### src/rtl/csl_pkg.sv
// ----------------------------------------------------------------------------
// Cosine similarity loss package
// Widths, constants and shared types of the cosine similarity loss block.
// ----------------------------------------------------------------------------
package csl_pkg;

  localparam int DataWidth   = 16;
  localparam int MaxElements = 65536;
  localparam int CountWidth  = $clog2(MaxElements + 1);
  localparam int ProdWidth   = 2 * DataWidth;
  localparam int SqWidth     = ProdWidth - 1;
  localparam int AccWidth    = 48;
  localparam int RadWidth    = 40;
  localparam int RootWidth   = RadWidth / 2;
  localparam int DenWidth    = 2 * RootWidth;
  localparam int LossWidth   = 16;
  localparam int FracBits    = 14;
  localparam int QuotWidth   = FracBits + 1;
  localparam int NumWidth    = DenWidth + QuotWidth;
  localparam int QueueDepth  = 2;
  localparam int QPtrWidth   = (QueueDepth > 1) ? $clog2(QueueDepth) : 1;
  localparam int QCntWidth   = $clog2(QueueDepth + 1);

  localparam logic [LossWidth-1:0] OneQ14  = LossWidth'(1 << FracBits);
  localparam logic [LossWidth-1:0] LossMax = LossWidth'(2 << FracBits);

  typedef logic [CountWidth-1:0] count_t;
  typedef logic [QPtrWidth-1:0]  qptr_t;
  typedef logic [QCntWidth-1:0]  qcnt_t;

  // Accumulated sums of one finished vector pair.
  typedef struct packed {
    logic signed [AccWidth-1:0] dot;
    logic [AccWidth-1:0]        pp;
    logic [AccWidth-1:0]        tt;
    logic                       sat;
  } sums_t;

  typedef struct packed {
    logic full;
    logic empty;
  } q_status_t;

endpackage

### src/rtl/csl_fifo.sv
// ----------------------------------------------------------------------------
// Cosine similarity loss sum queue
// Short first-in first-out queue of finished vector sums between the
// accumulators and the normalizing back end.
// ----------------------------------------------------------------------------
module csl_fifo (
  input  logic               clk_i,
  input  logic               rst_ni,
  input  logic               push_i,
  input  csl_pkg::sums_t     sums_i,
  input  logic               pop_i,
  output csl_pkg::sums_t     sums_o,
  output csl_pkg::q_status_t status_o
);

  csl_pkg::sums_t entries_q [csl_pkg::QueueDepth];
  csl_pkg::qptr_t wr_ptr_q, rd_ptr_q;
  csl_pkg::qcnt_t cnt_q;
  logic           do_push, do_pop;

  function automatic csl_pkg::qptr_t ptr_inc(input csl_pkg::qptr_t p);
    if (p == csl_pkg::qptr_t'(csl_pkg::QueueDepth - 1)) begin
      return '0;
    end
    return p + csl_pkg::qptr_t'(1);
  endfunction

  assign status_o.full  = cnt_q == csl_pkg::qcnt_t'(csl_pkg::QueueDepth);
  assign status_o.empty = cnt_q == '0;
  assign do_push = push_i && !status_o.full;
  assign do_pop  = pop_i && !status_o.empty;
  assign sums_o  = entries_q[rd_ptr_q];

  always_ff @(posedge clk_i or negedge rst_ni) begin
    if (!rst_ni) begin
      wr_ptr_q <= '0;
      rd_ptr_q <= '0;
      cnt_q    <= '0;
    end else begin
      if (do_push) begin
        wr_ptr_q <= ptr_inc(wr_ptr_q);
      end
      if (do_pop) begin
        rd_ptr_q <= ptr_inc(rd_ptr_q);
      end
      if (do_push && !do_pop) begin
        cnt_q <= cnt_q + csl_pkg::qcnt_t'(1);
      end else if (do_pop && !do_push) begin
        cnt_q <= cnt_q - csl_pkg::qcnt_t'(1);
      end
    end
  end

  always_ff @(posedge clk_i) begin
    if (do_push) begin
      entries_q[wr_ptr_q] <= sums_i;
    end
  end

endmodule

### config.mk
export PLATFORM = sky130hd
export DESIGN_NAME = csl_fifo
export DESIGN_NICKNAME = d
export VERILOG_FILES = /design/src/rtl/csl_pkg.sv /design/src/rtl/csl_fifo.sv
export SDC_FILE = /design/constraint.sdc
export NUM_CORES = 1
export LEC_CHECK = 0
export BUFFER_PORTS_ARGS = -buffer_cell sky130_fd_sc_hd__buf_2
export CAP_MARGIN = 40
export CORE_MARGIN = 5
export CORE_UTILIZATION = 50
export DETAILED_ROUTE_END_ITERATION = 8
export MAX_ROUTING_LAYER = met4
export PLACE_DENSITY = 0.89
export SYNTH_ARGS = -nofsm -noshare
export SYNTH_HDL_FRONTEND = slang
export SYNTH_SLANG_ARGS = --single-unit
### constraint.sdc
create_clock -name clk_i -period 13.9 [get_ports clk_i]
set_input_delay 1.39 -clock clk_i [delete_from_list [all_inputs] [get_ports clk_i]]
set_output_delay 1.39 -clock clk_i [all_outputs]
set_load 0.05 [all_outputs]
==> impl_metrics.ini <==
[status]
status = complete, no violations

[placed_design]
place_hpwl_mm = 14.4
placed_area_mm2 = 0.0125
routabilityCongestion = 0.757
port_buffers = 295

[clock_tree]
numCtsBuffers = 29
path_clk_slew_ns = 0.06
hold_buffers = 0
htree_levels = 1
root_buffer = clkbuf_16
clock_latency_ns = 0.53
postCtsSetupBuffers = 0
cts_sinks = 294
clockBufferDepth = 3
cts_resized = 0
cts_tree = done

[timing]
rsz0062_at_grt = no
skew_ns = 0.00557
min_period_ns = 4.38
slew_viol_final = 0
hold_violations = 0
worst_pin_slew_ns = 0.789
fin_crit_sh_pct = 31.5
max_slew_margin_pct = 47.4
holdWs_ns = 0.506
max_freq_ghz = 0.228
finalSetupViolations = 0
fin_tns_setup_ns = 0

[floorplan]
rows = 53
ioPinCount = 296
die_w_um = 157
die_h_um = 157
die_area_mm2 = 0.0245
start_util_pct = 50.9
core-area_mm2 = 0.0211

[power_and_ir_drop]
switchingPower_uw = 1400
internal_power_uw = 2080
clock_power_share_pct = 22.8
vdd_ir_drop_max_mv = 0.173
power_frac_seq_pct = 36.9
swShare_pct = 40.2
p_leak_uw = 0.00509
powerDensity_mw_per_mm2 = 257
pwr-share-comb_pct = 40.2

[drt]
drc = 0
drtAntennaViolNets = 0
drtPass1Iterations = 4
wl_per_cell_um = 19.3
wl_mm = 21.0
num_vias = 5489
initialDrtViolationCount = 262
viasPerCell = 5.05

[synthesis]
ys_ff_latch = 294
syn_area_mm2 = 0.0107
yosys_warnings = 0
synth_seq_area_share_pct = 82.1
syn_avg_cell_area_um2 = 22.8
synthCells = 470
ys_types = 14
synthesis.nets = 620

[global_routing]
grt-ovfl-total = 0
grt_max_degree = 67
grt_pass1_wl_mm = 31.3
track_usage_pct = 17.0
grt_pass1_vias = 5826
antenna_found_initial = 2

[final_layout]
fill_cells = 1431
stdcell_area_mm2 = 0.0135
layout_common_cells = buf_2 (295), edfxtp_1 (290), mux2_2 (145)
nets = 939
syn2layout_area_growth_pct = 26.1
drive_gt1_share_pct = 61.0
mostFrequentLayoutCell = buf_2

[setup_path]
r2r_slack_ns = 11.88
cp.required_ns = 12.51
crit_fanout = 65
startpoint_type = register
critPathKind = register to output pin
end_kind = output pin
cp_data_arrival_time_ns = 2.99

[min_path]
min_path_type = register to register

[run]
cap_viol_max_count = 0
-- kinds of logic (layout without fill, tap and decap cells) --
kind of cell	after synthesis	in the layout	share of synthesized area, %
AOI/OAI and AO/OA	1	1	0.0466
xor gates and xnor gates	5	5	0.408
adders and majority gates	1	1	0.117
buffers and inverters	18	359	1.91
DFF	294	294	82.1
muxes	145	145	15.2
other	0	2	0
and+or+nand+nor	6	6	0.256
-- power by group through the flow --
| stage | clock network (uW) | registers, uW | logic [uW] |
|---|---|---|---|
| 6_report | 796 | 1290 | 1400 |
| 5_1_grt | 853 | 1300 | 1460 |
| 4_1_cts | 814 | 1290 | 1420 |
| 3_5_place_dp | 0 | 1310 | 1410 |
| 3_3_place_gp | 0 | 1300 | 1370 |
| 2_1_floorplan | 0 | 1300 | 1150 |
-- registers in the layout, summed over array words and instances, names as in the netlist --
signal	flops
cnt_q	2
entries_q	290
rd_ptr_q	1
wr_ptr_q	1
-- cell usage after synthesis (all sizes together) --
cell type	count	area, um^2
inv	2	7.51
edfxtp	290	8710
dfrtp	4	100
nand2	1	3.75
o21ai	1	5.00
and3	1	6.26
xnor2	3	26.3
nand2b	1	6.26
nor2	3	11.3
ha	1	12.5
xor2	2	17.5
buf	9	101
clkbuf	7	96.3
mux2	145	1630
-- worst max-delay path, cell delays in order, from the launching register on --
cell and delay [ns]:
dfrtp_4 0.90, buf_4 0.46, buf_16 0.31, mux2_2 0.40, buf_2 0.22
-- final timing paths --
check	end	start	depth (start not counted)
min in group asynchronous	cnt_q[0]	rst_ni	1
worst max-delay path	sums_o[123]	rd_ptr_q	4
worst max register to register	entries_q[1][74]	cnt_q[0]	4
max in group asynchronous	rd_ptr_q	rst_ni	1
worst min-delay path	cnt_q[1]	cnt_q[1]	1
worst min register to register	cnt_q[1]	cnt_q[1]	1
-- stage by stage --
stage / setup slack (ns) / total power (uW) / instances / utilization [%]
floorplan: 5.75 / 2450 / 470 / -
CTS: 9.49 / 3520 / 1086 / 64.2
global placement: 9.82 / 2660 / 1028 / 58.8
finish: 9.52 / 3480 / 1088 / 64.2
global route: 9.41 / 3620 / 1088 / 64.2
detailed placement: 10.07 / 2720 / 1033 / 59.5
-- per-layer routing --
metal	part of all wire (%)	up-vias	GRT usage (%)
li1	-	2519	-
met1	38	2716	20.0
met2	52	216	29.4
met3	7.6	38	4.23
met4	2.4	0	4.75
met5	0	-	-
-- final cells by class --
cell class | count | area [um^2] | share of cell area, %
Multi-Input combinational cell | 158 | 1730 | 12.8
Inverter | 2 | 7.51 | 0.0555
Tap cell | 275 | 344 | 2.54
Antenna cell | 2 | 5.00 | 0.0370
Timing Repair Buffer | 304 | 1640 | 12.1
Clock inverter | 22 | 255 | 1.89
Sequential cell | 294 | 8810 | 65.1
Clock buffer | 31 | 733 | 5.42
(Power assumes the default switching activity.)
