--- src/rtl/csl_pkg.sv ---
// ----------------------------------------------------------------------------
// Cosine similarity loss package
// Widths, constants and shared types of the cosine similarity loss block.
// ----------------------------------------------------------------------------
package csl_pkg;

  localparam int DataWidth   = 16;
  localparam int MaxElements = 65536;
  localparam int CountWidth  = $clog2(MaxElements + 1);
  localparam int ProdWidth   = 2 * DataWidth;
  localparam int SqWidth     = ProdWidth - 1;
  localparam int AccWidth    = 48;
  localparam int RadWidth    = 40;
  localparam int RootWidth   = RadWidth / 2;
  localparam int DenWidth    = 2 * RootWidth;
  localparam int LossWidth   = 16;
  localparam int FracBits    = 14;
  localparam int QuotWidth   = FracBits + 1;
  localparam int NumWidth    = DenWidth + QuotWidth;
  localparam int QueueDepth  = 2;
  localparam int QPtrWidth   = (QueueDepth > 1) ? $clog2(QueueDepth) : 1;
  localparam int QCntWidth   = $clog2(QueueDepth + 1);

  localparam logic [LossWidth-1:0] OneQ14  = LossWidth'(1 << FracBits);
  localparam logic [LossWidth-1:0] LossMax = LossWidth'(2 << FracBits);

  typedef logic [CountWidth-1:0] count_t;
  typedef logic [QPtrWidth-1:0]  qptr_t;
  typedef logic [QCntWidth-1:0]  qcnt_t;

  // Accumulated sums of one finished vector pair.
  typedef struct packed {
    logic signed [AccWidth-1:0] dot;
    logic [AccWidth-1:0]        pp;
    logic [AccWidth-1:0]        tt;
    logic                       sat;
  } sums_t;

  typedef struct packed {
    logic full;
    logic empty;
  } q_status_t;

endpackage

--- src/rtl/csl_if.sv ---
// ----------------------------------------------------------------------------
// Cosine similarity loss channels
// Valid/ready interfaces for element pairs in and loss results out.
// ----------------------------------------------------------------------------
interface csl_in_if;
  logic                                 valid;
  logic                                 ready;
  logic signed [csl_pkg::DataWidth-1:0] prediction;
  logic signed [csl_pkg::DataWidth-1:0] target;
  logic                                 last_element;

  modport source (output valid, prediction, target, last_element, input ready);
  modport sink   (input valid, prediction, target, last_element, output ready);
endinterface


--- src/rtl/csl_front.sv ---
// ----------------------------------------------------------------------------
// Cosine similarity loss front end
// Takes one element pair per cycle while no closing element waits for queue
// room, accumulates the three products saturating and queues vector sums.
// ----------------------------------------------------------------------------
module csl_front (
  input  logic               clk_i,
  input  logic               rst_ni,
  csl_in_if.sink             in_i,
  input  csl_pkg::q_status_t q_status_i,
  output logic               push_o,
  output csl_pkg::sums_t     sums_o
);

  localparam int DW = csl_pkg::DataWidth;
  localparam int PW = csl_pkg::ProdWidth;
  localparam int SW = csl_pkg::SqWidth;
  localparam int AW = csl_pkg::AccWidth;

  logic signed [PW-1:0] pred_x, tgt_x;
  logic signed [PW-1:0] prod_pt, prod_pp, prod_tt;
  logic                 in_accept, s1_fire, can_acc;

  // Product stage.
  logic                 s1_valid_q, s1_last_q, s1_acc_q;
  logic signed [PW-1:0] s1_dp_q;
  logic [SW-1:0]        s1_pp_q, s1_tt_q;
  csl_pkg::count_t      count_q, count_d;

  // Accumulator stage.
  csl_pkg::sums_t       acc_q, acc_nxt;
  logic signed [AW:0]   dot_wide;
  logic [AW:0]          pp_wide, tt_wide;

  assign pred_x = {{(PW-DW){in_i.prediction[DW-1]}}, in_i.prediction};
  assign tgt_x  = {{(PW-DW){in_i.target[DW-1]}}, in_i.target};
  assign prod_pt = pred_x * tgt_x;
  assign prod_pp = pred_x * pred_x;
  assign prod_tt = tgt_x * tgt_x;

  assign in_accept = in_i.valid && in_i.ready;
  // A closing element waits here until the queue has room for its sums.
  assign s1_fire   = s1_valid_q && !(s1_last_q && q_status_i.full);
  assign in_i.ready = !s1_valid_q || s1_fire;
  assign can_acc   = count_q < csl_pkg::count_t'(csl_pkg::MaxElements);

  always_comb begin
    count_d = count_q;
    if (in_accept) begin
      if (in_i.last_element) begin
        count_d = '0;
      end else if (can_acc) begin
        count_d = count_q + csl_pkg::count_t'(1);
      end
    end
  end

  assign dot_wide = {acc_q.dot[AW-1], acc_q.dot} + {{(AW+1-PW){s1_dp_q[PW-1]}}, s1_dp_q};
  assign pp_wide  = {1'b0, acc_q.pp} + {{(AW+1-SW){1'b0}}, s1_pp_q};
  assign tt_wide  = {1'b0, acc_q.tt} + {{(AW+1-SW){1'b0}}, s1_tt_q};

  always_comb begin
    acc_nxt = acc_q;
    if (s1_acc_q) begin
      if (dot_wide[AW] != dot_wide[AW-1]) begin
        acc_nxt.dot = dot_wide[AW] ? {1'b1, {(AW-1){1'b0}}} : {1'b0, {(AW-1){1'b1}}};
        acc_nxt.sat = 1'b1;
      end else begin
        acc_nxt.dot = dot_wide[AW-1:0];
      end
      if (pp_wide[AW]) begin
        acc_nxt.pp  = '1;
        acc_nxt.sat = 1'b1;
      end else begin
        acc_nxt.pp = pp_wide[AW-1:0];
      end
      if (tt_wide[AW]) begin
        acc_nxt.tt  = '1;
        acc_nxt.sat = 1'b1;
      end else begin
        acc_nxt.tt = tt_wide[AW-1:0];
      end
    end else begin
      // Element beyond the length limit is dropped.
      acc_nxt.sat = 1'b1;
    end
  end

  assign push_o = s1_fire && s1_last_q;
  assign sums_o = acc_nxt;

  always_ff @(posedge clk_i or negedge rst_ni) begin
    if (!rst_ni) begin
      s1_valid_q <= 1'b0;
      s1_last_q  <= 1'b0;
      s1_acc_q   <= 1'b0;
      count_q    <= '0;
      acc_q      <= '0;
    end else begin
      count_q <= count_d;
      if (in_accept) begin
        s1_valid_q <= 1'b1;
        s1_last_q  <= in_i.last_element;
        s1_acc_q   <= can_acc;
      end else if (s1_fire) begin
        s1_valid_q <= 1'b0;
      end
      if (s1_fire) begin
        acc_q <= s1_last_q ? '0 : acc_nxt;
      end
    end
  end

  always_ff @(posedge clk_i) begin
    if (in_accept) begin
      s1_dp_q <= prod_pt;
      s1_pp_q <= prod_pp[SW-1:0];
      s1_tt_q <= prod_tt[SW-1:0];
    end
  end

endmodule

--- src/flat_wrapper.sv ---
// flat-port wrapper written by rule: the top's interface ports become plain ports
module csl_front_flat 
  (clk_i, rst_ni, q_status_i, push_o, sums_o, in_i_valid, in_i_prediction, in_i_target, in_i_last_element, in_i_ready);
  csl_in_if in_i_i ();
  input  logic clk_i;
  input  logic rst_ni;
  input  csl_pkg::q_status_t q_status_i;
  output logic push_o;
  output csl_pkg::sums_t sums_o;
  input wire logic [$bits(in_i_i.valid)-1:0] in_i_valid;
  input wire logic [$bits(in_i_i.prediction)-1:0] in_i_prediction;
  input wire logic [$bits(in_i_i.target)-1:0] in_i_target;
  input wire logic [$bits(in_i_i.last_element)-1:0] in_i_last_element;
  output wire logic [$bits(in_i_i.ready)-1:0] in_i_ready;
  assign in_i_i.valid = in_i_valid;
  assign in_i_i.prediction = in_i_prediction;
  assign in_i_i.target = in_i_target;
  assign in_i_i.last_element = in_i_last_element;
  assign in_i_ready = in_i_i.ready;
  csl_front u_core (.clk_i(clk_i), .rst_ni(rst_ni), .in_i(in_i_i), .q_status_i(q_status_i), .push_o(push_o), .sums_o(sums_o));
endmodule
--- config.mk ---
export PLATFORM = sky130hd
export DESIGN_NAME = csl_front_flat
export DESIGN_NICKNAME = d
export VERILOG_FILES = /design/src/rtl/csl_pkg.sv /design/src/rtl/csl_if.sv /design/src/rtl/csl_front.sv /design/src/flat_wrapper.sv
export SDC_FILE = /design/constraint.sdc
export NUM_CORES = 2
export LEC_CHECK = 0
export BUFFER_PORTS_ARGS = -buffer_cell sky130_fd_sc_hd__buf_2
export CAP_MARGIN = 25
export CELL_PAD_IN_SITES_DETAIL_PLACEMENT = 1
export CELL_PAD_IN_SITES_GLOBAL_PLACEMENT = 1
export CORE_AREA = 2 2 427 429
export DETAILED_ROUTE_END_ITERATION = 7
export DIE_AREA = 0 0 429 431
export PLACE_DENSITY_LB_ADDON = 0.15
export SLEW_MARGIN = 20
export SYNTH_ARGS = -nofsm -noshare
export SYNTH_HDL_FRONTEND = slang
export SYNTH_SLANG_ARGS = --single-unit
--- constraint.sdc ---
create_clock -name clk_i -period 5.8 [get_ports clk_i]
set_input_delay 0.87 -clock clk_i [delete_from_list [all_inputs] [get_ports clk_i]]
set_output_delay 0.87 -clock clk_i [all_outputs]
set_load 0.02 [all_outputs]
==> results.py <==
metrics = {
    "run_status": {
        "status": "finished with violations",
        "violations": "negative setup slack",
    },
    "layout": {
        "fill_cells": 20775,
        "area_delta_synth_final_pct": 27.2,
        "fin_nets": 6859,
        "drive_above_1_share_pct": 22.8,
        "final_cells": 8132,
        "fin_util_pct": 31.7,
    },
    "logic_synthesis": {
        "syn_inst": 5038,
        "synth_edf_count": 92,
        "ys_seq_elements": 257,
        "synth_area_leaders": "fa_1 (32%), ha_1 (10%), dfrtp_1 (9.2%)",
        "yosysTopAreaCell": "fa_1",
        "yosysTopAreaCellShare_pct": 32.1,
        "yosys_warnings": 0,
        "syn_avg_cell_area_um2": 8.91,
        "ys_seq_area_share_pct": 15.4,
        "synth_area_um2": 44900,
        "synth_cell_types": 92,
        "async_flop_share_pct": 64.2,
        "synthFlopType": "dfrtp_1",
        "syn_nets": 6165,
    },
    "global_routing": {
        "grt_pass1_wl_mm": 243,
        "grt_start_max_net_pins": 122,
        "track_usage_pct": 16.9,
        "first_global_vias": 40426,
        "gr-total-overflow": 0,
        "antenna_found_initial": 11,
    },
    "drt": {
        "drt_pass1_iterations": 5,
        "ant_nets": 0,
        "drt_iter0_drc": 1486,
        "via_per_inst": 4.49,
        "vias": 36501,
        "wirelength_mm": 155,
        "drc": 0,
        "wl_per_cell_um": 19.1,
    },
    "sta": {
        "grt_setup_unrepaired": "true",
        "period_share_pct": 108,
        "setup-tns-final_ns": -7.05,
        "worst_slack_ns": -0.476,
        "hold_viol": 0,
        "fin_skew_ns": 0.0186,
        "min_period_ns": 6.28,
        "report.final.slew_viol_count": 0,
        "setup_viol": 32,
        "slew-limit-headroom_pct": 35.4,
        "worstMarginPinSlew_ns": 0.970,
        "fmax_mhz": 159,
    },
    "clock_network": {
        "clkLatencyLatePin_ns": 0.59,
        "root_buffer": "clkbuf_16",
        "clk_pin_slew_ns": 0.06,
        "cts_hold_buffers": 0,
        "clockBufferDepth": 3,
        "cts.sinks": 257,
        "h-tree-depth": 2,
        "cts_buffers": 37,
        "cts_tree": "yes",
    },
    "critical_path": {
        "r2r_start": "u_core.s1_pp_q[0]",
        "critPathArrivalTime_ns": 6.60,
        "critPathLaunchType": "input port",
        "reg2reg_depth": 14,
        "cp.required_ns": 6.13,
        "r2r-end": "u_core.acc_q[66]",
        "reg2reg_slack_ns": 1.75,
        "crit_type": "in -> reg",
        "worstPathMaxFanout": 3,
        "cp-end-kind": "flip-flop",
    },
    "die": {
        "die_y_um": 431,
        "start_util_pct": 24.9,
        "rows": 156,
        "die_area_um2": 185000,
        "die_w_um": 429,
        "core_um2": 180000,
        "num_io_pins": 185,
    },
    "placement": {
        "portBuffers": 183,
        "placedCellCount": 7992,
        "dp_hpwl_mm": 130,
        "place_ws_ns": -1.26,
        "gp_congestion": 0.814,
    },
    "job": {
        "cap_violations": 0,
    },
    "min_path": {
        "hold_class": "in -> async",
    },
}
[sequential cells by signal, summed over array words and instances, names as in the netlist]
register	flops
u_core.s1_pp_q	30
u_core.s1_dp_q	32
u_core.s1_last_q	1
u_core.acc_q	145
u_core.s1_tt_q	30
u_core.s1_acc_q	1
u_core.s1_valid_q	1
u_core.count_q	17
[through the flow]
step / instance area [µm²] / hold WS [ns]
floorplan: 46000 / 0.478
global placement: 53400 / 0.497
detailed placement: 53400 / 0.504
CTS: 56100 / 0.378
global route: 57100 / 0.422
finish: 57100 / 0.378
[per-layer routing]
layer,track usage [%],part of all wire [%]
met1,24.2,49
met2,28.0,46
met3,1.51,2.5
met4,2.88,1.7
met5,0,0.030
[critical path: stages]
cell,delay [ns]
buf_8,0.11
and2_4,0.15
fa_1,0.55
inv_2,0.04
fa_1,0.54
inv_2,0.04
fa_1,0.48
inv_1,0.05
fa_1,0.48
inv_1,0.05
fa_1,0.47
fa_2,0.60
ha_4,0.21
a21oi_2,0.13
o22ai_2,0.09
a22o_1,0.26
o41ai_4,0.39
o21ai_2,0.11
or4b_4,0.54
a31oi_4,0.15
o21ai_1,0.11
xnor2_1,0.14
[worst max-delay path by stage]
stage	start	end	slack [ns]	depth (start not counted)
6_report	in_i_target[6]	u_core.s1_dp_q[30]	-0.48	22
5_1_grt	in_i_target[6]	u_core.s1_dp_q[30]	-0.67	22
4_1_cts	in_i_target[4]	u_core.s1_tt_q[30]	-0.45	25
3_5_place_dp	in_i_prediction[5]	u_core.s1_dp_q[30]	-1.26	22
3_3_place_gp	in_i_prediction[5]	u_core.s1_dp_q[30]	-1.21	22
2_1_floorplan	in_i_prediction[5]	u_core.s1_dp_q[30]	-0.87	22
[final cells by class]
| type | count | area, µm² | area share [%] |
|---|---|---|---|
| Clock buffer | 53 | 1040 | 1.82 |
| Clock inverter | 15 | 155 | 0.272 |
| Multi-Input combinational cell | 3549 | 34800 | 61.0 |
| Timing Repair Buffer | 875 | 7350 | 12.9 |
| Sequential cell | 257 | 6900 | 12.1 |
| Inverter | 1012 | 3840 | 6.72 |
| Antenna cell | 1 | 2.50 | 0.00438 |
| Tap cell | 2370 | 2970 | 5.19 |
[layout by cell type, fill, tap and decap left out, types with 57 or more instances in the layout]
cell type    n
buf_6       59
ha_1       335
dfrtp_1    164
o21ai_0    121
inv_1      938
and2_1     132
inv_2       59
buf_2      151
nor2_1     312
buf_4      583
edfxtp_1    92
a21oi_1    205
fa_1       687
a21o_1      90
xnor2_1    152
nand3_1     57
xor2_1      76
nand2_1    463
[what timing repair did]
| action | CTS | global route |
|---|---|---|
| endpoints found under the setup margin | 41 | 71 |
| gates cloned | 4 | 0 |
| pin swaps | 122 | 184 |
| buffers inserted | 42 | 40 |
| resized for setup | 274 | 237 |
[logic make-up (layout without fill, tap and decap cells)]
family | count (synthesis) | in the layout | share of synthesized area, %
and+or+nand+nor | 1294 | 1294 | 13.2
buffers and inverters | 1232 | 1955 | 10.6
adders and majority gates | 1089 | 1089 | 42.4
AOI/OAI and AO/OA | 907 | 907 | 13.3
DFF | 257 | 257 | 15.4
xor gates and xnor gates | 249 | 249 | 4.86
muxes | 10 | 10 | 0.240
other | 0 | 1 | 0
[synth_stat cells, drive strengths merged (11+ instances only)]
library cell and n:
inv 1004, fa 720, nand2 495, ha 369
nor2 335, a21oi 238, clkbuf 188, o21ai 180
xnor2 171, and2 166, dfrtp 165, a21o 93
edfxtp 92, xor2 78, nand3 64, nor3 55
a31oi 54, a22o 53, o22ai 43, o21bai 34
o22a 34, and3 33, nand4 32, nand2b 31
buf 30, o21a 24, or3 22, a211oi 21
nor2b 21, o211ai 18, a21boi 15, a31o 14
o31ai 12, or2 11
Power is left out: the tool's default activity adds up to more than one toggle a clock period on the data nets, which glitch-free logic cannot reach.
