`src/rtl/csl_pkg.sv`:
```
// ----------------------------------------------------------------------------
// Cosine similarity loss package
// Widths, constants and shared types of the cosine similarity loss block.
// ----------------------------------------------------------------------------
package csl_pkg;

  localparam int DataWidth   = 16;
  localparam int MaxElements = 65536;
  localparam int CountWidth  = $clog2(MaxElements + 1);
  localparam int ProdWidth   = 2 * DataWidth;
  localparam int SqWidth     = ProdWidth - 1;
  localparam int AccWidth    = 48;
  localparam int RadWidth    = 40;
  localparam int RootWidth   = RadWidth / 2;
  localparam int DenWidth    = 2 * RootWidth;
  localparam int LossWidth   = 16;
  localparam int FracBits    = 14;
  localparam int QuotWidth   = FracBits + 1;
  localparam int NumWidth    = DenWidth + QuotWidth;
  localparam int QueueDepth  = 2;
  localparam int QPtrWidth   = (QueueDepth > 1) ? $clog2(QueueDepth) : 1;
  localparam int QCntWidth   = $clog2(QueueDepth + 1);

  localparam logic [LossWidth-1:0] OneQ14  = LossWidth'(1 << FracBits);
  localparam logic [LossWidth-1:0] LossMax = LossWidth'(2 << FracBits);

  typedef logic [CountWidth-1:0] count_t;
  typedef logic [QPtrWidth-1:0]  qptr_t;
  typedef logic [QCntWidth-1:0]  qcnt_t;

  // Accumulated sums of one finished vector pair.
  typedef struct packed {
    logic signed [AccWidth-1:0] dot;
    logic [AccWidth-1:0]        pp;
    logic [AccWidth-1:0]        tt;
    logic                       sat;
  } sums_t;

  typedef struct packed {
    logic full;
    logic empty;
  } q_status_t;

endpackage

```
`src/rtl/csl_if.sv`:
```


interface csl_out_if;
  logic                             valid;
  logic                             ready;
  logic [csl_pkg::LossWidth-1:0]    loss;
  logic                             zero_norm;
  logic                             overflow;

  modport source (output valid, loss, zero_norm, overflow, input ready);
  modport sink   (input valid, loss, zero_norm, overflow, output ready);
endinterface

```
`src/rtl/csl_back.sv`:
```
// ----------------------------------------------------------------------------
// Cosine similarity loss back end
// Sequencer that takes one vector's sums, forms both square roots bit by
// bit, multiplies them and divides the dot product one quotient bit a cycle.
// ----------------------------------------------------------------------------
module csl_back (
  input  logic               clk_i,
  input  logic               rst_ni,
  input  csl_pkg::q_status_t q_status_i,
  input  csl_pkg::sums_t     sums_i,
  output logic               pop_o,
  csl_out_if.source          out_o
);

  localparam int AW  = csl_pkg::AccWidth;
  localparam int RW  = csl_pkg::RadWidth;
  localparam int QW  = csl_pkg::RootWidth;
  localparam int MW  = QW + 2;
  localparam int DW  = csl_pkg::DenWidth;
  localparam int NW  = csl_pkg::NumWidth;
  localparam int VW  = csl_pkg::QuotWidth;
  localparam int LW  = csl_pkg::LossWidth;
  localparam int FB  = csl_pkg::FracBits;
  localparam int MaxHalf = (AW - RW) / 2;
  localparam int StepWidth = $clog2(QW);

  typedef enum logic [5:0] {
    StIdle    = 6'b000001,
    StSqrt    = 6'b000010,
    StMul     = 6'b000100,
    StDivInit = 6'b001000,
    StDiv     = 6'b010000,
    StDone    = 6'b100000
  } state_e;

  typedef struct packed {
    logic [MW-1:0] rem;
    logic [QW-1:0] root;
  } sq_t;

  state_e               state_q, state_d;
  logic [StepWidth-1:0] step_q, step_d;
  logic [RW-1:0]        rad_p_q, rad_t_q, rad_p_d, rad_t_d;
  sq_t                  sq_p_q, sq_t_q, sq_p_d, sq_t_d;
  logic [AW-1:0]        mag_q, mag_d;
  logic                 neg_q, neg_d;
  logic [DW-1:0]        den_q, den_d;
  logic [NW-1:0]        num_q, num_d, dsh_q, dsh_d;
  logic [VW-1:0]        quot_q, quot_d;
  logic [LW-1:0]        res_loss_q, res_loss_d;
  logic                 res_zn_q, res_zn_d, res_ovf_q, res_ovf_d;
  logic                 out_valid_q, out_load;
  logic [LW-1:0]        out_loss_q;
  logic                 out_zn_q, out_ovf_q;

  logic [2:0]           half_p, half_t;
  logic [3:0]           half_sum;
  logic [AW-1:0]        pp_sh, tt_sh, dot_abs;
  logic [DW-1:0]        mag_clamp;
  logic                 div_ge;
  logic [VW-1:0]        quot_fin;

  // Smallest h such that n >> 2h lies below 2^RadWidth.
  function automatic logic [2:0] norm_half(input logic [AW-1:0] n);
    logic [2:0] h;
    h = '0;
    for (int k = 1; k <= MaxHalf; k++) begin
      if ((n >> (RW + 2 * (k - 1))) != '0) begin
        h = 3'(k);
      end
    end
    return h;
  endfunction

  // One step of the digit-by-digit square root: brings down two radicand bits.
  function automatic sq_t sqrt_step(input sq_t cur, input logic [1:0] bits2);
    logic [MW-1:0] r_sh, trial;
    sq_t           nxt;
    r_sh  = {cur.rem[MW-3:0], bits2};
    trial = {cur.root, 2'b01};
    if (r_sh >= trial) begin
      nxt.rem  = r_sh - trial;
      nxt.root = {cur.root[QW-2:0], 1'b1};
    end else begin
      nxt.rem  = r_sh;
      nxt.root = {cur.root[QW-2:0], 1'b0};
    end
    return nxt;
  endfunction

  assign half_p   = norm_half(sums_i.pp);
  assign half_t   = norm_half(sums_i.tt);
  assign half_sum = {1'b0, half_p} + {1'b0, half_t};
  assign pp_sh    = sums_i.pp >> {half_p, 1'b0};
  assign tt_sh    = sums_i.tt >> {half_t, 1'b0};
  assign dot_abs  = sums_i.dot[AW-1] ? AW'(-sums_i.dot) : AW'(sums_i.dot);

  assign mag_clamp = (mag_q > {{(AW-DW){1'b0}}, den_q}) ? den_q : mag_q[DW-1:0];
  assign div_ge    = num_q >= dsh_q;
  assign quot_fin  = {quot_q[VW-2:0], div_ge};

  assign pop_o    = (state_q == StIdle) && !q_status_i.empty;
  assign out_load = (state_q == StDone) && (!out_valid_q || out_o.ready);

  always_comb begin
    state_d    = state_q;
    step_d     = step_q;
    rad_p_d    = rad_p_q;
    rad_t_d    = rad_t_q;
    sq_p_d     = sq_p_q;
    sq_t_d     = sq_t_q;
    mag_d      = mag_q;
    neg_d      = neg_q;
    den_d      = den_q;
    num_d      = num_q;
    dsh_d      = dsh_q;
    quot_d     = quot_q;
    res_loss_d = res_loss_q;
    res_zn_d   = res_zn_q;
    res_ovf_d  = res_ovf_q;
    unique case (state_q)
      StIdle: begin
        if (!q_status_i.empty) begin
          rad_p_d   = pp_sh[RW-1:0];
          rad_t_d   = tt_sh[RW-1:0];
          sq_p_d    = '0;
          sq_t_d    = '0;
          mag_d     = dot_abs >> half_sum;
          neg_d     = sums_i.dot[AW-1];
          step_d    = StepWidth'(QW - 1);
          res_ovf_d = sums_i.sat;
          if (sums_i.pp == '0 || sums_i.tt == '0) begin
            res_loss_d = csl_pkg::OneQ14;
            res_zn_d   = 1'b1;
            state_d    = StDone;
          end else begin
            res_zn_d = 1'b0;
            state_d  = StSqrt;
          end
        end
      end
      StSqrt: begin
        sq_p_d  = sqrt_step(sq_p_q, rad_p_q[RW-1 -: 2]);
        sq_t_d  = sqrt_step(sq_t_q, rad_t_q[RW-1 -: 2]);
        rad_p_d = {rad_p_q[RW-3:0], 2'b00};
        rad_t_d = {rad_t_q[RW-3:0], 2'b00};
        step_d  = step_q - StepWidth'(1);
        if (step_q == '0) begin
          state_d = StMul;
        end
      end
      StMul: begin
        den_d   = sq_p_q.root * sq_t_q.root;
        state_d = StDivInit;
      end
      StDivInit: begin
        // Rounded quotient: (mag * 2^14 + den/2) / den, at most 2^14.
        num_d   = {1'b0, mag_clamp, {FB{1'b0}}} + {{(NW-DW){1'b0}}, den_q >> 1};
        dsh_d   = {1'b0, den_q, {FB{1'b0}}};
        quot_d  = '0;
        step_d  = StepWidth'(FB);
        state_d = StDiv;
      end
      StDiv: begin
        if (div_ge) begin
          num_d = num_q - dsh_q;
        end
        dsh_d  = dsh_q >> 1;
        quot_d = quot_fin;
        step_d = step_q - StepWidth'(1);
        if (step_q == '0) begin
          res_loss_d = neg_q ? csl_pkg::OneQ14 + {1'b0, quot_fin}
                             : csl_pkg::OneQ14 - {1'b0, quot_fin};
          state_d    = StDone;
        end
      end
      StDone: begin
        if (out_load) begin
          state_d = StIdle;
        end
      end
      default: begin
        state_d = StIdle;
      end
    endcase
  end

  always_ff @(posedge clk_i or negedge rst_ni) begin
    if (!rst_ni) begin
      state_q     <= StIdle;
      out_valid_q <= 1'b0;
    end else begin
      state_q <= state_d;
      if (out_load) begin
        out_valid_q <= 1'b1;
      end else if (out_o.ready) begin
        out_valid_q <= 1'b0;
      end
    end
  end

  always_ff @(posedge clk_i) begin
    step_q     <= step_d;
    rad_p_q    <= rad_p_d;
    rad_t_q    <= rad_t_d;
    sq_p_q     <= sq_p_d;
    sq_t_q     <= sq_t_d;
    mag_q      <= mag_d;
    neg_q      <= neg_d;
    den_q      <= den_d;
    num_q      <= num_d;
    dsh_q      <= dsh_d;
    quot_q     <= quot_d;
    res_loss_q <= res_loss_d;
    res_zn_q   <= res_zn_d;
    res_ovf_q  <= res_ovf_d;
    if (out_load) begin
      out_loss_q <= res_loss_q;
      out_zn_q   <= res_zn_q;
      out_ovf_q  <= res_ovf_q;
    end
  end

  assign out_o.valid     = out_valid_q;
  assign out_o.loss      = out_loss_q;
  assign out_o.zero_norm = out_zn_q;
  assign out_o.overflow  = out_ovf_q;

endmodule

```
`src/flat_wrapper.sv`:
```
// flat-port wrapper written by rule: the top's interface ports become plain ports
module csl_back_flat 
  (clk_i, rst_ni, q_status_i, sums_i, pop_o, out_o_valid, out_o_loss, out_o_zero_norm, out_o_overflow, out_o_ready);
  csl_out_if out_o_i ();
  input  logic clk_i;
  input  logic rst_ni;
  input  csl_pkg::q_status_t q_status_i;
  input  csl_pkg::sums_t sums_i;
  output logic pop_o;
  output wire logic [$bits(out_o_i.valid)-1:0] out_o_valid;
  output wire logic [$bits(out_o_i.loss)-1:0] out_o_loss;
  output wire logic [$bits(out_o_i.zero_norm)-1:0] out_o_zero_norm;
  output wire logic [$bits(out_o_i.overflow)-1:0] out_o_overflow;
  input wire logic [$bits(out_o_i.ready)-1:0] out_o_ready;
  assign out_o_valid = out_o_i.valid;
  assign out_o_loss = out_o_i.loss;
  assign out_o_zero_norm = out_o_i.zero_norm;
  assign out_o_overflow = out_o_i.overflow;
  assign out_o_i.ready = out_o_ready;
  csl_back u_core (.clk_i(clk_i), .rst_ni(rst_ni), .q_status_i(q_status_i), .sums_i(sums_i), .pop_o(pop_o), .out_o(out_o_i));
endmodule
```
`config.mk`:
```
export PLATFORM = sky130hd
export DESIGN_NAME = csl_back_flat
export DESIGN_NICKNAME = d
export VERILOG_FILES = /design/src/rtl/csl_pkg.sv /design/src/rtl/csl_if.sv /design/src/rtl/csl_back.sv /design/src/flat_wrapper.sv
export SDC_FILE = /design/constraint.sdc
export NUM_CORES = 2
export LEC_CHECK = 0
export ABC_AREA = 0
export BUFFER_PORTS_ARGS = -buffer_cell sky130_fd_sc_hd__buf_2
export CAP_MARGIN = 30
export CORE_MARGIN = 1
export CORE_UTILIZATION = 50
export DETAILED_ROUTE_END_ITERATION = 10
export GPL_ROUTABILITY_DRIVEN = 0
export PLACE_DENSITY = 0.67
export SLEW_MARGIN = 5
export SYNTH_ARGS = -nofsm -noshare
export SYNTH_HDL_FRONTEND = slang
export SYNTH_SLANG_ARGS = --single-unit
```
`constraint.sdc`:
```
create_clock -name clk_i -period 16.4 [get_ports clk_i]
set_clock_uncertainty 0.2 [all_clocks]
set_input_delay 1.64 -clock clk_i [delete_from_list [all_inputs] [get_ports clk_i]]
set_output_delay 1.64 -clock clk_i [all_outputs]
set_load 0.02 [all_outputs]
```
==> metrics.md <==
| Metric | Value |
|---|---|
| Area contributors post-synth | `edfxtp_1, fa_1, ha_1, nand2_1, nor2_1` |
| Post-synth EDFFs | `413` |
| Post-synthesis xor/xnor area fraction | `0.0417` |
| WL per Instance | `19.4 µm` |
| CTS Buf Count | `53` |
| Flop and latch count out of synthesis | `420` |
| YS warnings | `0` |
| Initial antenna violation count | `2` |
| Startpoint types | `flop` |
| Placed Area | `0.0450 mm²` |
| Compound-cell area share of the yosys netlist | `0.141` |
| Global routing usage on met2 | `0.441` |
| Final Cycle Share | `0.534` |
| Placement Rows | `107` |
| CP Cell Sequence | `inv_1, nor2_1, fa_1, fa_1, inv_1, fa_1, inv_1, fa_1, fa_1, fa_1, inv_1, fa_1, inv_1, ha_1, a211oi_1, nor2_1, a2111oi_0, o211ai_1, o221ai_1, a21bo_2, nand2_1, a211o_1, a21oi_1, xnor2_1` |
| Max_slew headroom | `0.322` |
| Final net count | `5,685` |
| Vias per cell | `5.83` |
| Clock transition at path regs | `60 ps` |
| DRT Pass-1 Iters | `6` |
| Hold WS | `217 ps` |
| Die H | `296 µm` |
| DIE AREA | `0.0877 mm²` |
| Worst hold path class | `reg2reg` |
| Area leader, netlist | `edfxtp_1` |
| Core ar. | `0.0854 mm²` |
| Crit path top cell by count | `fa_1` |
| Final setup violation count | `0` |
| Post-synth top flop | `edfxtp_1` |
| Multi-input gate area | `0.0278 mm²` |
| Clk_lat worst skew | `620 ps` |
| Mean Syn Cell Area | `8.87 µm²` |
| Hold Fails Final Rpt | `0` |
| Share of the synthesized area in the top cell type | `0.287` |
| Gr usage total | `0.270` |
| Fill cell count | `7,851` |
| Post-Synth Adder-Cell Area | `0.242` |
| FFs w/ async S/R, synth | `0.0167` |
| Vias | `35,500` |
| Initial Utilization | `0.506` |
| Final setup TNS | `0 ps` |
| Synth Instances | `4,877` |
| Mux cell area share after synthesis | `0.0475` |
| R2R setup slack | `7650 ps` |
| H-tree levels | `2` |
| Cells after DPL | `5,979` |
| Max Slew Vio Count | `0` |
| Crit path arrival time | `8910 ps` |
| Setup Crit Path Kind | `reg2reg` |
| Synthesis-to-layout area growth | `8.25%` |
| IO Port Bufs | `168` |
| Post-synthesis simple-gate area fraction | `0.169` |
| Max incr delay on CP | `800 ps` |
| DR DRC count | `0` |
| Mapped Area | `0.0433 mm²` |
| Largest net degree at the start of global routing | `172` |
| Req. time, crit path | `16,560 ps` |
| DRT iter0 DRCs | `2,882` |
| Met1 Use GR | `0.371` |
| CP Capture Type | `flop` |
| Sink Count | `420` |
| Tightest Pin Transition | `1010 ps` |
| Finished Cell Area | `0.0468 mm²` |
| CTS root buffer | `clkbuf_16` |
| Hold Buf Count CTS | `0` |
| I/O pin count | `170` |
| Setup bufs post-CTS | `0` |
| CP max stage cell | `edfxtp_1` |
| Unique masters post-synth | `87` |
| Status | `finished, final reports clean` |
| Final wirelength | `118 mm` |
| First-pass GRT wire length | `187 mm` |
| Synthesized Nets | `5,669` |
| CTS tree | `yes` |
| Post-Layout Cell Count | `6,081` |
| Met3 Track Usage GR | `0.0344` |
| Max cap viols | `0` |
| Number of global-route vias before repair | `34,300` |
| Storage element area | `0.0126 mm²` |
| RSZ-0062 raised after global routing | `no` |
| GR Overflow Total | `0` |
| Combinational family with the most area after synthesis | `adder cells` |
| Post-DRT Antenna Nets | `0` |
| Fmax | `114 MHz` |
| Clock buffer depth | `3` |
| Ratio of cells with drive above 1 in the final layout | `0.0796` |
| Min Clock Period, post-route | `8750 ps` |
| Register area share after synthesis | `0.291` |
| Die Wd | `296 µm` |
| Final HPWL DP | `88.4 mm` |
| Most used routing layer | `met2` |
| Critical path fanouts, max | `12` |
| Resize count post-CTS | `0` |
==> cell type report <==
class / count / share of cell area
Tap cell: 1144 / 0.0306
Antenna cell: 1 / 0.0000534
Inverter: 541 / 0.0434
Timing Repair Buffer: 206 / 0.0256
Clock buffer: 62 / 0.0295
Sequential cell: 420 / 0.269
Multi-Input combinational cell: 3671 / 0.594
Clock inverter: 36 / 0.00868
==> layout by cell type (no fill, tap or decap), types with 37 or more instances in the layout <==
cell type / instances
nand2_1: 640
nor2_1: 578
inv_1: 525
edfxtp_1: 413
fa_1: 323
ha_1: 319
a21oi_1: 267
o21ai_0: 230
buf_2: 168
mux2i_1: 147
xnor2_1: 117
nand3_1: 98
xor2_1: 87
a21o_1: 80
a211oi_1: 57
clkbuf_16: 54
a31oi_1: 52
nor3_1: 46
mux2_2: 46
nor4_1: 45
and3_1: 39
and2_1: 37
==> per-layer routing <==
layer	part of all wire	vias to the layer above
met3	0.069	227
li1	-	16800
met1	0.43	17100
met2	0.46	1340
met4	0.034	0
met5	0	-
==> Yosys cell counts, drive strengths merged, types with 10 or more instances <==
cell	number
a211o	10
a211oi	57
a21o	80
a21oi	268
a221oi	12
a31oi	53
and2	37
and3	39
buf	40
clkbuf	205
clkinv	13
edfxtp	413
fa	323
ha	319
inv	528
mux2	46
mux2i	148
nand2	642
nand2b	30
nand3	98
nand3b	12
nand4	33
nor2	579
nor2b	24
nor3	46
nor4	45
o211ai	21
o21a	29
o21ai	245
o21bai	13
o221ai	10
o22ai	20
o31a	14
o31ai	37
o41ai	16
or2	18
or3	24
or4	19
xnor2	118
xor2	88
==> sequential cells by signal, summed over array words and instances (netlist names), 5 cells and up <==
signal	cells
u_core.sq_t_q	40
u_core.mag_q	48
u_core.quot_q	14
u_core.res_loss_q	16
u_core.sq_p_q	40
u_core.dsh_q	54
u_core.out_o.loss	16
u_core.step_q	5
u_core.state_q	6
u_core.rad_t_q	40
u_core.rad_p_q	40
u_core.num_q	55
u_core.den_q	40
==> logic make-up (layout without fill, tap and decap cells) <==
family	count (synthesis)	count (layout)
AND/OR/NAND/NOR	1666	1666
AO/OA/AOI/OAI	961	961
buffers and inverters	786	845
adder cells (fa/ha/maj)	642	642
flip-flops	420	420
XOR/XNOR	206	206
multiplexers	196	196
other	0	1
==> stage by stage <==
step	util	setup slack (ps)
floorplan	-	8970
global placement	0.526	7890
detailed placement	0.527	7780
CTS	0.548	7790
global route	0.548	7370
finish	0.548	7650
==> worst paths after layout <==
| path | startpoint | cells after the start | end |
|---|---|---|---|
| setup / recovery | u_core.sq_p_q[12]$_SDFFCE_PN0P_ | 24 | u_core.den_q[37]$_DFFE_PP_ |
| hold / removal | u_core.res_loss_q[8]$_SDFFCE_PN0P_ | 0 | u_core.out_o.loss[8]$_DFFE_PP_ |
| setup reg to reg | u_core.sq_p_q[12]$_SDFFCE_PN0P_ | 24 | u_core.den_q[37]$_DFFE_PP_ |
| hold reg to reg | u_core.res_loss_q[8]$_SDFFCE_PN0P_ | 0 | u_core.out_o.loss[8]$_DFFE_PP_ |
| max in group asynchronous | rst_ni | 1 | u_core.state_q[0]$_DFFE_PN1P_ |
| min in group asynchronous | rst_ni | 1 | u_core.out_o.valid$_DFFE_PN0P_ |
==> critical path, delay by kind of cell (launching register included) <==
family	cells	cell delay [ps]
AOI/OAI and AO/OA	7	2190
xor gates and xnor gates	1	100
adders and majority gates	8	3960
buffers and inverters	5	740
DFF	1	800
and+or+nand+nor	3	510
Power is not shown: default switching activity piles up to over one toggle a cycle in this logic, so the estimate is an artifact.
